$ cat src/rtl/gdb_pkg.sv
`timescale 1ns / 1ps
// Shared types, constants and calendar tables of the Gregorian day-distance block.
package gdb_pkg;

  localparam int unsigned YEAR_W  = 14;
  localparam int unsigned MONTH_W = 4;
  localparam int unsigned DAY_W   = 5;
  localparam int unsigned DAYS_W  = 22;
  // A day number of a 14-bit year stays below 2**23.
  localparam int unsigned DNUM_W  = 23;
  // Width of a year divided by one hundred.
  localparam int unsigned Q_W     = 8;
  localparam int unsigned MLEN_W  = 5;
  localparam int unsigned DBM_W   = 9;

  localparam int unsigned DEFAULT_MAX_YEAR = 9999;

  // floor(x / 100) == (x * 5243) >> 19 for every x below 2**14.
  localparam int unsigned RECIP_100   = 5243;
  localparam int unsigned RECIP_SHIFT = 19;
  localparam int unsigned PROD_W      = YEAR_W + 13;
  localparam int unsigned CENTURY     = 100;
  localparam int unsigned DAYS_PER_YEAR = 365;

  localparam logic [DAYS_W-1:0] DAYS_MAX = {DAYS_W{1'b1}};

  localparam logic [MONTH_W-1:0] MONTH_JAN = 4'd1;
  localparam logic [MONTH_W-1:0] MONTH_FEB = 4'd2;
  localparam logic [MONTH_W-1:0] MONTH_MAR = 4'd3;
  localparam logic [MONTH_W-1:0] MONTH_APR = 4'd4;
  localparam logic [MONTH_W-1:0] MONTH_MAY = 4'd5;
  localparam logic [MONTH_W-1:0] MONTH_JUN = 4'd6;
  localparam logic [MONTH_W-1:0] MONTH_JUL = 4'd7;
  localparam logic [MONTH_W-1:0] MONTH_AUG = 4'd8;
  localparam logic [MONTH_W-1:0] MONTH_SEP = 4'd9;
  localparam logic [MONTH_W-1:0] MONTH_OCT = 4'd10;
  localparam logic [MONTH_W-1:0] MONTH_NOV = 4'd11;
  localparam logic [MONTH_W-1:0] MONTH_DEC = 4'd12;

  typedef struct packed {
    logic [YEAR_W-1:0]  first_year;
    logic [MONTH_W-1:0] first_month;
    logic [DAY_W-1:0]   first_day;
    logic [YEAR_W-1:0]  second_year;
    logic [MONTH_W-1:0] second_month;
    logic [DAY_W-1:0]   second_day;
  } req_t;

  typedef struct packed {
    logic [DAYS_W-1:0] days_apart;
    logic              both_valid;
  } res_t;

  // One date after the first stage.
  typedef struct packed {
    logic [YEAR_W-1:0]  year;
    logic [YEAR_W-1:0]  yprev;
    logic [DNUM_W-1:0]  yprev365;
    logic [Q_W-1:0]     qprev100;
    logic [Q_W-1:0]     qyear100;
    logic [MONTH_W-1:0] month;
    logic [DAY_W-1:0]   day;
    logic               year_ok;
  } front_t;

  // One date after the second stage.
  typedef struct packed {
    logic [DNUM_W-1:0] dnum;
    logic              ok;
  } dcount_t;

  // Days in the months before the given month of a common year.
  function automatic logic [DBM_W-1:0] days_before_month(input logic [MONTH_W-1:0] m);
    logic [DBM_W-1:0] r;
    case (m)
      MONTH_JAN: r = 9'd0;
      MONTH_FEB: r = 9'd31;
      MONTH_MAR: r = 9'd59;
      MONTH_APR: r = 9'd90;
      MONTH_MAY: r = 9'd120;
      MONTH_JUN: r = 9'd151;
      MONTH_JUL: r = 9'd181;
      MONTH_AUG: r = 9'd212;
      MONTH_SEP: r = 9'd243;
      MONTH_OCT: r = 9'd273;
      MONTH_NOV: r = 9'd304;
      MONTH_DEC: r = 9'd334;
      default:   r = 9'd0;
    endcase
    return r;
  endfunction

  // Length of a month; zero for a month code that names no month.
  function automatic logic [MLEN_W-1:0] month_length(input logic [MONTH_W-1:0] m,
                                                     input logic leap);
    logic [MLEN_W-1:0] r;
    case (m)
      MONTH_FEB: r = leap ? 5'd29 : 5'd28;
      MONTH_APR, MONTH_JUN, MONTH_SEP, MONTH_NOV: r = 5'd30;
      MONTH_JAN, MONTH_MAR, MONTH_MAY, MONTH_JUL,
      MONTH_AUG, MONTH_OCT, MONTH_DEC: r = 5'd31;
      default: r = 5'd0;
    endcase
    return r;
  endfunction

endpackage

$ cat src/rtl/gdb_front.sv
`timescale 1ns / 1ps
// First stage: year range check and the constant multiplications for both dates.
module gdb_front #(
  parameter int unsigned MAX_YEAR = gdb_pkg::DEFAULT_MAX_YEAR
) (
  input  logic                   clk_i,
  input  logic                   rst_ni,
  input  logic                   vld_i,
  input  gdb_pkg::req_t          req_i,
  output logic                   vld_o,
  output gdb_pkg::front_t [1:0]  front_o
);
  import gdb_pkg::*;

  logic [YEAR_W-1:0]  year  [2];
  logic [MONTH_W-1:0] month [2];
  logic [DAY_W-1:0]   day   [2];
  front_t [1:0]       front_d;
  front_t [1:0]       front_q;
  logic               vld_q;

  assign year[0]  = req_i.first_year;
  assign month[0] = req_i.first_month;
  assign day[0]   = req_i.first_day;
  assign year[1]  = req_i.second_year;
  assign month[1] = req_i.second_month;
  assign day[1]   = req_i.second_day;

  always_comb begin
    for (int i = 0; i < 2; i++) begin
      logic [YEAR_W-1:0] yp;
      logic [PROD_W-1:0] prod_y;
      logic [PROD_W-1:0] prod_p;
      yp     = year[i] - YEAR_W'(1);
      prod_y = PROD_W'(year[i]) * PROD_W'(RECIP_100);
      prod_p = PROD_W'(yp) * PROD_W'(RECIP_100);
      front_d[i].year     = year[i];
      front_d[i].yprev    = yp;
      front_d[i].yprev365 = DNUM_W'(yp) * DNUM_W'(DAYS_PER_YEAR);
      front_d[i].qyear100 = prod_y[RECIP_SHIFT +: Q_W];
      front_d[i].qprev100 = prod_p[RECIP_SHIFT +: Q_W];
      front_d[i].month    = month[i];
      front_d[i].day      = day[i];
      front_d[i].year_ok  = (year[i] != '0) && (32'(year[i]) <= 32'(MAX_YEAR));
    end
  end

  always_ff @(posedge clk_i or negedge rst_ni) begin
    if (!rst_ni) begin
      vld_q <= 1'b0;
    end else begin
      vld_q <= vld_i;
    end
  end

  always_ff @(posedge clk_i) begin
    if (vld_i) begin
      front_q <= front_d;
    end
  end

  assign vld_o   = vld_q;
  assign front_o = front_q;

endmodule

$ cat src/rtl/gdb_day_count.sv
`timescale 1ns / 1ps
// Second stage: leap test, date validity and the closed-form day number of both dates.
module gdb_day_count (
  input  logic                   clk_i,
  input  logic                   rst_ni,
  input  logic                   vld_i,
  input  gdb_pkg::front_t [1:0]  front_i,
  output logic                   vld_o,
  output gdb_pkg::dcount_t [1:0] dcount_o
);
  import gdb_pkg::*;

  dcount_t [1:0] dcount_d;
  dcount_t [1:0] dcount_q;
  logic          vld_q;

  always_comb begin
    for (int i = 0; i < 2; i++) begin
      logic [YEAR_W-1:0] whole_cent;
      logic              leap;
      logic [MLEN_W-1:0] mlen;
      logic              late_leap;
      whole_cent = YEAR_W'(front_i[i].qyear100) * YEAR_W'(CENTURY);
      // Divisible by 4 and either not by 100, or by 400 as well.
      leap = (front_i[i].year[1:0] == 2'b00) &&
             ((whole_cent != front_i[i].year) || (front_i[i].qyear100[1:0] == 2'b00));
      mlen = month_length(front_i[i].month, leap);
      late_leap = leap && (front_i[i].month > MONTH_FEB);
      dcount_d[i].ok = front_i[i].year_ok && (mlen != '0) &&
                       (front_i[i].day != '0) && (MLEN_W'(front_i[i].day) <= mlen);
      dcount_d[i].dnum = front_i[i].yprev365
                       + DNUM_W'(front_i[i].yprev >> 2)
                       - DNUM_W'(front_i[i].qprev100)
                       + DNUM_W'(front_i[i].qprev100 >> 2)
                       + DNUM_W'(days_before_month(front_i[i].month))
                       + DNUM_W'(late_leap)
                       + DNUM_W'(front_i[i].day);
    end
  end

  always_ff @(posedge clk_i or negedge rst_ni) begin
    if (!rst_ni) begin
      vld_q <= 1'b0;
    end else begin
      vld_q <= vld_i;
    end
  end

  always_ff @(posedge clk_i) begin
    if (vld_i) begin
      dcount_q <= dcount_d;
    end
  end

  assign vld_o    = vld_q;
  assign dcount_o = dcount_q;

endmodule

$ cat src/rtl/gdb_diff.sv
`timescale 1ns / 1ps
// Third stage: absolute difference of the day numbers, saturation and result register.
module gdb_diff (
  input  logic                   clk_i,
  input  logic                   rst_ni,
  input  logic                   vld_i,
  input  gdb_pkg::dcount_t [1:0] dcount_i,
  output logic                   vld_o,
  output gdb_pkg::res_t          res_o
);
  import gdb_pkg::*;

  logic [DNUM_W-1:0] diff;
  res_t              res_d;
  res_t              res_q;
  logic              vld_q;

  always_comb begin
    if (dcount_i[0].dnum >= dcount_i[1].dnum) begin
      diff = dcount_i[0].dnum - dcount_i[1].dnum;
    end else begin
      diff = dcount_i[1].dnum - dcount_i[0].dnum;
    end
    res_d.both_valid = dcount_i[0].ok && dcount_i[1].ok;
    if (!res_d.both_valid) begin
      res_d.days_apart = '0;
    end else if (diff > DNUM_W'(DAYS_MAX)) begin
      res_d.days_apart = DAYS_MAX;
    end else begin
      res_d.days_apart = diff[DAYS_W-1:0];
    end
  end

  always_ff @(posedge clk_i or negedge rst_ni) begin
    if (!rst_ni) begin
      vld_q <= 1'b0;
    end else begin
      vld_q <= vld_i;
    end
  end

  always_ff @(posedge clk_i) begin
    if (vld_i) begin
      res_q <= res_d;
    end
  end

  assign vld_o = vld_q;
  assign res_o = res_q;

endmodule

$ cat src/rtl/gregorian_days_between_top.sv
`timescale 1ns / 1ps
// A request accepted at a clock edge gives its result, with done_o high, once it has
// passed the three register stages of the pipe. Throughput: one request per cycle; busy_o
// is always low and the result side has no stall, so nothing ever waits.
// Reset (rst_ni low, asynchronous) clears the valid bits of every stage; payload
// registers keep whatever they held, and no result is signalled after reset until new
// requests arrive.
module gregorian_days_between_top #(
  parameter int unsigned MAX_YEAR = gdb_pkg::DEFAULT_MAX_YEAR
) (
  input  logic          clk_i,
  input  logic          rst_ni,
  input  logic          start_i,
  output logic          busy_o,
  input  gdb_pkg::req_t req_i,
  output logic          done_o,
  output gdb_pkg::res_t res_o
);
  import gdb_pkg::*;

  // The pipe never stalls, so a request is taken whenever start_i is high.
  logic          req_accept;
  logic          front_vld;
  front_t [1:0]  front;
  logic          count_vld;
  dcount_t [1:0] dcount;

  assign busy_o     = 1'b0;
  assign req_accept = start_i && !busy_o;

  // Stage one splits each year into the parts of the closed-form day number:
  // the previous year times 365, and the previous year and the year divided by
  // one hundred through a reciprocal multiplication.
  gdb_front #(
    .MAX_YEAR (MAX_YEAR)
  ) u_front (
    .clk_i   (clk_i),
    .rst_ni  (rst_ni),
    .vld_i   (req_accept),
    .req_i   (req_i),
    .vld_o   (front_vld),
    .front_o (front)
  );

  // Stage two decides leap years and validity, and sums the day numbers.
  gdb_day_count u_day_count (
    .clk_i    (clk_i),
    .rst_ni   (rst_ni),
    .vld_i    (front_vld),
    .front_i  (front),
    .vld_o    (count_vld),
    .dcount_o (dcount)
  );

  // Stage three takes the absolute difference and forms the result.
  gdb_diff u_diff (
    .clk_i    (clk_i),
    .rst_ni   (rst_ni),
    .vld_i    (count_vld),
    .dcount_i (dcount),
    .vld_o    (done_o),
    .res_o    (res_o)
  );

`ifndef SYNTH
  // Every accepted request comes out with done_o high after the three register stages.
  a_latency : assert property (@(posedge clk_i) disable iff (!rst_ni)
    req_accept |-> ##3 done_o)
    else $error("request did not complete after three cycles");

  // No result appears without a matching accepted request.
  a_no_spurious : assert property (@(posedge clk_i) disable iff (!rst_ni)
    !$past(req_accept, 3) |-> !done_o)
    else $error("result without a matching request");

  // An invalid date pair always reports zero days.
  a_invalid_zero : assert property (@(posedge clk_i) disable iff (!rst_ni)
    (done_o && !res_o.both_valid) |-> (res_o.days_apart == '0))
    else $error("invalid dates with nonzero day count");
`endif

endmodule

$ cat config.mk
export PLATFORM = sky130hd
export DESIGN_NAME = gregorian_days_between_top
export DESIGN_NICKNAME = d
export VERILOG_FILES = /design/src/rtl/gdb_pkg.sv /design/src/rtl/gdb_front.sv /design/src/rtl/gdb_day_count.sv /design/src/rtl/gdb_diff.sv /design/src/rtl/gregorian_days_between_top.sv
export SDC_FILE = /design/constraint.sdc
export NUM_CORES = 2
export LEC_CHECK = 0
export BUFFER_PORTS_ARGS = -buffer_cell sky130_fd_sc_hd__buf_4
export CAP_MARGIN = 20
export CORE_UTILIZATION = 45
export DETAILED_ROUTE_END_ITERATION = 8
export SLEW_MARGIN = 0
export SYNTH_ARGS = -nofsm -noshare
export SYNTH_HDL_FRONTEND = slang
export SYNTH_SLANG_ARGS = --single-unit
$ cat constraint.sdc
create_clock -name clk_i -period 12.9 [get_ports clk_i]
set_input_delay 0.645 -clock clk_i [delete_from_list [all_inputs] [get_ports clk_i]]
set_output_delay 0.645 -clock clk_i [all_outputs]
set_load 0.05 [all_outputs]
==> summary.txt <==
====================================================================================================
Final setup fails                                                                                  0
Proportion of synthesized flip-flops having asynchronous set or reset                         0.0124
Synthesized area per cell                                                                  10.3 um^2
Hpwl dp                                                                                     63600 um
Number of buffers added for setup after CTS                                                        0
Global-route total usage across every layer                                                    0.200
Clock network latency to the later pin of the worst-skew pair                                 550 ps
Post-synth EDFFs                                                                                 221
Inserted Diodes                                                                                    0
Routed WL per cell                                                                           16.5 um
CTS tree                                                                                         yes
First-pass GRT wire length                                                                 124000 um
Clock tree sinks                                                                                 242
Total via count after detailed routing                                                         22575
Ports placed on the boundary                                                                      74
Detail-routed via count per cell                                                                4.99
Slew at the pin closest to its max-slew limit                                                1060 ps
Most common cell after layout, fill and taps aside                                             inv_1
Worst setup SP type                                                                             flop
Quantity of gates resized following cts                                                            0
Share of post-route cells with drive strength above 1                                         0.0476
Max Buffers Root-to-Sink                                                                           3
Total negative slack                                                                            0 ps
Pin count of the biggest net entering global routing                                              60
TritonCTS buffer count                                                                            34
Port Buf Inserts                                                                                  72
Depth of the most critical reg-to-reg path                                                        27
Area overhead of the layout relative to synthesis                                              8.50%
Buffer type at the clock tree root                                                         clkbuf_16
Die Y-Extent                                                                                  279 um
Synth warn                                                                                         0
Remaining antenna violation count                                                                  0
Outcome                                                                                    completed
Type of the worst min-delay path                                                        input port to flop
Overflow after GRT                                                                                 0
Number of global-route vias before repair                                                      23550
Top post-synthesis cells by area                                                        ha_1, fa_1, edfxtp_1, inv_1, xnor2_1
Number of antenna violations at the first check in global routing                                  1
Final period demand of the worst path                                                        7330 ps
Initial standard-cell utilization of the core                                                  0.455
Count of endpoints failing hold in the final timing report                                         0
Clock-pin slew reported for the worst setup and hold paths after clock tree synthesis          50 ps
Commonest non-fill, non-tap cells in the layout                                         inv_1, ha_1, fa_1
Kind of capture point of the worst setup path                                                   flop
Clock skew                                                                                   31.7 ps
Most used DFF post-synth                                                                    edfxtp_1
Yosys top cell by area                                                                          ha_1
Weighted congestion at the end of routability-driven global placement                          0.906
Share of the cycle needed by the critical path after routing                                   0.569
Post-CTS Hold Fix Bufs                                                                             1
Final Routed Wirelength                                                                     74500 um
DR pass1 iterations                                                                                5
Nets                                                                                            4643
Number of stages on the worst hold path                                                            1
Number of pins with negative max-slew slack in the final report                                    0
Fmax                                                                                         136 MHz
Worst Path Arrival                                                                           7600 ps
RSZ-0062 raised after global routing                                                              no
H-tree levels                                                                                      2
Remaining design rule violation count                                                              0
Core box area                                                                             75900 um^2
Die Width                                                                                     279 um
Worst slew margin relative to its limit                                                        0.289
Endpoint required time on the critical path                                                 13170 ps
Violation count after the first detailed-routing iteration                                      1167
Rows                                                                                             101
Post-synthesis net count                                                                        4544
Number of different library cells in the post-synthesis netlist                                   78
Crit Path Max Fanout                                                                               4
Kind of critical path                                                                   flop to flop
Max-cap viol count                                                                                 0
Synthesized instance count                                                                      3369
Die area                                                                                  77900 um^2
Cell Area, Synth                                                                          34600 um^2
Area share of the largest cell type after synthesis                                            0.263
Flip-flop and latch count after synthesis                                                        242
Sequential area share after synthesis                                                          0.205
====================================================================================================
==> metal layers <==
metal  vias up  track usage  part of all wire
met5         -            0                 0
met1     10835        0.279              0.48
met2       333        0.329              0.46
li1      11315            -                 -
met3        92       0.0227             0.034
met4         0       0.0551             0.027
==> stage by stage <==
step / instances / setup WS (ps) / utilization / hold slack (ps) / instance area [um^2]
after floorplan: 3369 / 6180 / - / 349 / 34600
after global placement: 4460 / 5370 / 0.479 / 437 / 36400
after detailed placement: 4460 / 5260 / 0.479 / 437 / 36400
after CTS: 4519 / 5560 / 0.494 / 237 / 37500
after global routing: 4520 / 4980 / 0.494 / 253 / 37500
final: 4520 / 5570 / 0.494 / 275 / 37500
==> final timing paths <==
path                                                       to                          start  slack (ps)
hold / removal                  u_front.front_o[80]$_DFFE_PP_                       req_i[2]         280
min in group asynchronous             u_front.vld_o$_DFF_PN0_                         rst_ni         440
setup / recovery           u_day_count.dcount_o[22]$_DFFE_PP_  u_front.front_o[12]$_DFFE_PP_        5570
max in group asynchronous             u_front.vld_o$_DFF_PN0_                         rst_ni       12350
setup reg to reg           u_day_count.dcount_o[22]$_DFFE_PP_  u_front.front_o[12]$_DFFE_PP_        5570
hold reg to reg             u_day_count.dcount_o[1]$_DFFE_PP_                           flop         530
==> sequential cells by signal (all words and copies together), names as in the netlist, named ones only <==
register and flops:
u_front.front_o 150, u_day_count.dcount_o 48, u_diff.res_o 23, u_day_count.vld_o 1, u_diff.vld_o 1, u_front.vld_o 1
==> Yosys cell counts (19+ instances only) <==
cell / instances
a211oi_1: 21
a21o_1: 48
a21oi_1: 145
a31oi_1: 22
and3_1: 25
edfxtp_1: 221
fa_1: 398
ha_1: 728
inv_1: 842
nand2_1: 116
nand3_1: 54
nand4_1: 19
nor2_1: 108
nor3_1: 40
o211ai_1: 19
o21ai_0: 84
o21bai_1: 19
xnor2_1: 138
xor2_1: 44
==> area by class of cell <==
type	instances	area (um^2)
tap	1030	1290
sequential	242	7070
inverter	842	3160
clock inverter	12	146
fill	7125	38400
clock buffer	46	957
timing repair buffer	90	682
multi-input combinational	2258	24200
==> cell families after synthesis <==
group / Yosys count / synth area share
flops: 242 / 0.205
other cells: 1 / 0.000108
compound gates: 470 / 0.0885
mux: 21 / 0.00619
buf+inv: 869 / 0.0953
simple gates: 457 / 0.0649
fa+ha+maj: 1126 / 0.494
xor+xnor: 183 / 0.0466
==> critical path, stage by stage (launching register included) <==
cell	delay (ps)
edfxtp_1	430
ha_1	320
ha_1	310
fa_1	460
ha_1	350
a21o_1	200
a21o_1	190
xnor2_1	120
or4b_2	650
nor4_1	220
or4_1	160
ha_1	140
inv_1	50
fa_1	490
inv_1	60
fa_1	460
inv_1	70
ha_1	160
inv_1	50
fa_1	400
nor2b_1	120
o21ai_0	110
a21boi_0	460
o211ai_1	210
a31o_2	330
o21ai_0	260
and4_1	230
nor3_1	50
Power is left out: the tool's default activity adds up to more than one toggle a clock period on the data nets, which glitch-free logic cannot reach.
